**config.mk**
```make
export PLATFORM = sky130hd
export DESIGN_NAME = tcpr_cell
export DESIGN_NICKNAME = d
export VERILOG_FILES = /design/src/rtl/core/tcpr_pkg.sv /design/src/rtl/core/tcpr_cell.sv
export SDC_FILE = /design/constraint.sdc
export NUM_CORES = 1
export LEC_CHECK = 0
export ABC_AREA = 0
export BUFFER_PORTS_ARGS = -buffer_cell sky130_fd_sc_hd__buf_2
export CAP_MARGIN = 30
export CORE_AREA = 2 2 209 211
export CTS_CLUSTER_SIZE = 16
export DETAILED_ROUTE_END_ITERATION = 10
export DIE_AREA = 0 0 211 213
export PLACE_DENSITY_LB_ADDON = 0.1
export SKIP_CTS_REPAIR_TIMING = 1
export SYNTH_ARGS = -nofsm -noshare
export SYNTH_HDL_FRONTEND = slang
export SYNTH_SLANG_ARGS = --single-unit
```
**constraint.sdc**
```tcl
create_clock -name clk -period 20.2 [get_ports clk]
set_clock_uncertainty 0.15 [all_clocks]
set_input_delay 6.06 -clock clk [delete_from_list [all_inputs] [get_ports clk]]
set_output_delay 6.06 -clock clk [all_outputs]
set_load 0.02 [all_outputs]
```
**src/rtl/core/tcpr_pkg.sv**
```systemverilog
// Types and constants of the TCP handshake round-trip table.
package tcpr_pkg;
	localparam int TABLE_ENTRIES = 64;
	localparam int IDX_W = $clog2(TABLE_ENTRIES);
	localparam int CNT_W = $clog2(TABLE_ENTRIES + 1);
	localparam int STAMP_W = 52;
	localparam int TOTAL_W = 56;
	localparam int ROUNDS_W = 32;
	localparam logic [19:0] USEC_PER_SEC = 20'd1000000;

	typedef enum logic [2:0] {
		EV_IGNORED          = 3'd0,
		EV_SYN_NEW          = 3'd1,
		EV_SYN_REARM        = 3'd2,
		EV_MEASURED         = 3'd3,
		EV_SYNACK_UNMATCHED = 3'd4,
		EV_TABLE_FULL       = 3'd5
	} event_t;

	typedef enum logic [1:0] {
		ST_IDLE,
		ST_LOOK,
		ST_SEL,
		ST_UPD
	} state_t;

	typedef struct packed {
		logic [63:0]         key;
		logic                armed;
		logic [31:0]         seq;
		logic [STAMP_W-1:0]  stamp;
		logic [TOTAL_W-1:0]  total;
		logic [ROUNDS_W-1:0] rounds;
	} rec_t;

	typedef struct packed {
		logic        look;
		logic        upd;
		logic        alloc;
		logic [63:0] key;
	} cell_ctl_t;
endpackage

```
**src/rtl/core/tcpr_cell.sv**
```systemverilog
// One table entry: stores a record, matches the lookup key and claims itself on allocation.
module tcpr_cell import tcpr_pkg::*; (
	input  logic      clk,
	input  logic      arst_n,
	input  cell_ctl_t ctl,
	input  rec_t      wr_rec,
	input  logic      prev_valid,
	output logic      valid,
	output logic      hit,
	output rec_t      rec
);
	logic valid_q;
	logic hit_q;
	rec_t rec_q;
	logic we;

	// The first unused cell is the one whose left neighbor is already in use.
	assign we = (ctl.upd && hit_q) || (ctl.alloc && prev_valid && !valid_q);

	always_ff @(posedge clk or negedge arst_n) begin
		if (!arst_n) begin
			valid_q <= 1'b0;
			hit_q   <= 1'b0;
		end else begin
			if (we) valid_q <= 1'b1;
			if (ctl.look) hit_q <= valid_q && (rec_q.key == ctl.key);
		end
	end

	always_ff @(posedge clk) begin
		if (we) rec_q <= wr_rec;
	end

	assign valid = valid_q;
	assign hit   = hit_q;
	assign rec   = rec_q;
endmodule

```
# Word-level counts from Yosys, hierarchy flattened
# Index checks and enable logic that the tools add are counted.
[totals]
register_bits = 239
input_bits = 307
wordCells = 15
[classes]
eq_ne = 1
reduce_logical = 6
[op_table]
columns = ["operator", "count"]
rows = [
  ["$eq 64x64->1", 1],
  ["$logic_and 1x1->1", 4],
  ["$logic_not 1->1", 1],
  ["$logic_or 1x1->1", 1],
]

# Logic depth before layout (Yosys ltp)
[logic_depth]
ltp_word = 3
ltp_mapped = 5

# Least setup slack after synthesis
# OpenSTA, ideal clock, no wires.
[synth_path]
kind = "input to register"
start = "input port ctl[64] (netlist name)"
end = "register valid_q (netlist: valid)"
setup_ns = 0.173
arrival_time_ns = 24.065
required_time_ns = 19.877
path_slack_ns = -4.188
path_stages = 3
path_buffers = 0
path_cell_list = "nand2_1 -> o21ai_0 -> or2_2"
[synth_via]
elab_chain_cells = 3
[synth_rtl]
columns = ["item", "line", "source"]
rows = [
  ["start, declared", "tcpr_cell.sv:5", "input cell_ctl_t ctl,"],
  ["$logic_and 1x1->1 (2 in a row)", "tcpr_cell.sv:18", "assign we = (ctl.upd && hit_q) || (ctl.alloc && prev_valid && !valid_q);"],
  ["$logic_or 1x1->1", "tcpr_cell.sv:18", ""],
  ["named net we", "tcpr_cell.sv:15", "logic we;"],
  ["end signal, assigned", "tcpr_cell.sv:22", "valid_q <= 1'b0;"],
  ["end signal, assigned", "tcpr_cell.sv:25", "if (we) valid_q <= 1'b1;"],
  ["end, declared", "tcpr_cell.sv:12", "logic valid_q;"],
]
# The timed path passes the listed nets, and every way through them passes these cells.
# A chain may end at the register's enable or synchronous reset.

# Worst setup path after layout
[layout_path]
start = "input port ctl[64] (netlist name)"
end = "register rec_q, in the netlist rec[178], enable pin"
[layout_via]
elab_chain_cells = 3
[layout_rtl]
columns = ["item", "line", "source"]
rows = [
  ["$logic_and 1x1->1 (2 in a row)", "tcpr_cell.sv:18", ""],
  ["$logic_or 1x1->1", "tcpr_cell.sv:18", ""],
  ["named net we", "tcpr_cell.sv:15", ""],
  ["end signal, assigned", "tcpr_cell.sv:31", "if (we) rec_q <= wr_rec;"],
  ["end, declared", "tcpr_cell.sv:14", "rec_t rec_q;"],
]
# The timed path passes the listed nets, and every way through them passes these cells.

==> flow_summary.json <==
{
  "status": "completed",
  "regArea_sq_um": 7167,
  "crit_chain": "buf_2, nand2_1, o21ai_4, buf_4, buf_4, buf_4",
  "yosysWarnings": 0,
  "powerDensity_nw_per_um2": 93.38,
  "h-tree-depth": 1,
  "reg2reg_from": "valid$_DFFE_PN0P_",
  "clk_pin_slew_ns": 0.05,
  "drtAntennaViolNets": 0,
  "gp_congestion": 0.7788,
  "portBuffers": 545,
  "worst-setup-path-type": "in -> reg",
  "period_share_pct": 42.40,
  "cp_common_cell": "buf_4",
  "cts-buffers-inserted": 28,
  "drtIter0Drc": 184,
  "cts_tree": "built",
  "synth_area_leader_cell": "edfxtp_1",
  "required_ns": 20.22,
  "cp-start-kind": "input pin",
  "synth_edf_count": 237,
  "peakVddDrop_mv": 0.05858,
  "die_w_microns": 211,
  "ys_seq_elements": 239,
  "cts.sinks": 239,
  "dr.pass1.iters": 4,
  "antenna_found_initial": 6,
  "rsz0062_at_grt": "no",
  "boundaryPins": 546,
  "max_freq_mhz": 116.8,
  "drc_errors": 0,
  "period_needed_ns": 8.564,
  "multi_input_area_sq_um": 735.7,
  "grt_pass1_wl_microns": 36490,
  "synth_ff_type": "edfxtp_1",
  "viasPerCell": 3.641,
  "coreArea_sq_um": 42700,
  "synth_seq_area_share_pct": 90.35,
  "num-nets-final": 1227,
  "grt_use_total_pct": 11.15,
  "worst-path-max-fanout": 61,
  "initial_core_util_pct": 18.58,
  "grt_pass1_vias": 5662,
  "r2r_cells": 4,
  "grt_max_degree": 72,
  "synthArstFlopShare_pct": 0.8368,
  "clock_path_buffers": 3,
  "final_util_pct": 28.88,
  "synth.area.top_cells": "edfxtp_1 90%, xnor2_1 4.2%, xor2_1 1.8%",
  "fin_setup_tns_ns": 0,
  "syn_to_final_growth_pct": 55.43,
  "r2r_slack_ns": 16.82,
  "arrival_ns": 8.59,
  "r2r_end": "rec[178]$_DFFE_PP_",
  "p_leak_nw": 5.023,
  "synth.distinct_cells": 18,
  "gr-total-overflow": 0,
  "finalHoldViolCount": 0,
  "synth_cells": 340,
  "wl_per_cell_microns": 18.03,
  "hpwl_microns": 21340,
  "drive_above_1_share_pct": 63.11,
  "drt-total-wl_microns": 26790,
  "timing.final.setup_violations": 0,
  "report.final.slew_viol_count": 0,
  "dieArea_sq_um": 44940,
  "nFillCells": 4376,
  "tightestPinTransition_ns": 0.8451,
  "critPathCapture": "rec[178]$_DFFE_PP_",
  "clock-root-buffer": "clkbuf_16",
  "hold_class": "reg -> reg",
  "fp-row-count": 76,
  "crit_path_end_kind": "register",
  "crit_path_top_delay_cell": "buf_4",
  "critPathMaxStageDelay_ns": 0.72,
  "syn_area_per_cell_sq_um": 23.33,
  "relSlewSlack_pct": 43.66,
  "maxCapViolCount": 0,
  "clk-insertion-delay-late_ns": 0.54,
  "synth_top_area_share_pct": 89.72,
  "syn_area_sq_um": 7933,
  "die_h_microns": 213,
  "syn_nets": 647,
  "vias": 5411,
  "cp-startpoint": "ctl[64]"
}
==> layout make-up <==
type	instances	area share, %
flip-flops and latches	239	58.13
repair buffers	550	22.59
diodes	2	0.04059
inverters	11	0.3349
multi-input cells	90	5.967
clock buffers	35	6.069
well taps	546	5.541
clock inverters	13	1.329
==> synthesized netlist by cell type (all sizes together) (2+ instances only) <==
| master | instances |
|---|---|
| edfxtp | 237 |
| nor4 | 7 |
| dfrtp | 2 |
| nand4 | 11 |
| a221oi | 2 |
| o22ai | 4 |
| nand2 | 4 |
| o2bb2ai | 2 |
| xnor2 | 38 |
| inv | 11 |
| xor2 | 16 |
==> critical path: cells and delay by family <==
kind            cells  cell delay [ns]
buf+inv             4             2.14
compound gates      1             0.12
simple gates        1             0.09
==> metal layers <==
layer  global-route usage, %  share of wire, %
met5                       0              0.22
met2                   20.39                52
met4                   3.837               2.2
met3                   5.015                12
met1                   11.17                34
==> flip-flops by register name, summed over array words and instances (netlist names) <==
| signal | count |
|---|---|
| rec | 237 |
| hit | 1 |
| valid | 1 |
==> kinds of logic after synthesis <==
logic type | synth area share (%)
buf+inv | 0.5205
simple gates | 1.830
flops | 90.35
compound gates | 1.341
xor+xnor | 5.962
==> how the worst min path moves through the flow <==
stage,start,end,slack [ns],depth (start not counted)
4_1_cts,hit$_DFFE_PN0P_,hit$_DFFE_PN0P_,0.49,2
3_5_place_dp,hit$_DFFE_PN0P_,hit$_DFFE_PN0P_,0.48,2
2_1_floorplan,valid$_DFFE_PN0P_,valid$_DFFE_PN0P_,0.48,1
6_report,hit$_DFFE_PN0P_,hit$_DFFE_PN0P_,0.49,2
3_3_place_gp,hit$_DFFE_PN0P_,hit$_DFFE_PN0P_,0.48,2
5_1_grt,hit$_DFFE_PN0P_,hit$_DFFE_PN0P_,0.49,2
==> report_power, final <==
part	total (W)	leakage, nW	switching (W)	internal (W)
logic	0.0000784	2.42	0.0000432	0.0000352
registers	0.000568	2.17	0.00000531	0.000563
clock network	0.000505	0.437	0.000195	0.000310
==> metrics by stage <==
step	power [W]	area, sq um	std cells	setup slack, ns	hold WS (ns)
final	0.001151	12330	1486	11.64	0.4870
after global routing	0.001199	12330	1486	11.41	0.4945
after CTS	0.001175	12300	1483	11.57	0.4932
after detailed placement	0.0006584	11380	1435	10.98	0.4845
after global placement	0.0006583	11380	1435	10.98	0.4799
after floorplan	0.0006156	7933	340	2.429	0.4848
==> cells in the final DEF, fill, tap and decap left out, drive strengths merged <==
master,n
o2bb2ai,2
dfrtp,2
a222oi,1
a221oi,2
inv,11
buf,550
nand2,4
clkinvlp,2
edfxtp,237
bufinv,4
o32ai,1
nand3,1
clkinv,7
clkbuf,35
nand4,11
a2111oi,1
or2,1
nor4,7
o21ai,1
xnor2,38
o22ai,4
diode,2
xor2,16
Power figures use the tool's default switching activity.
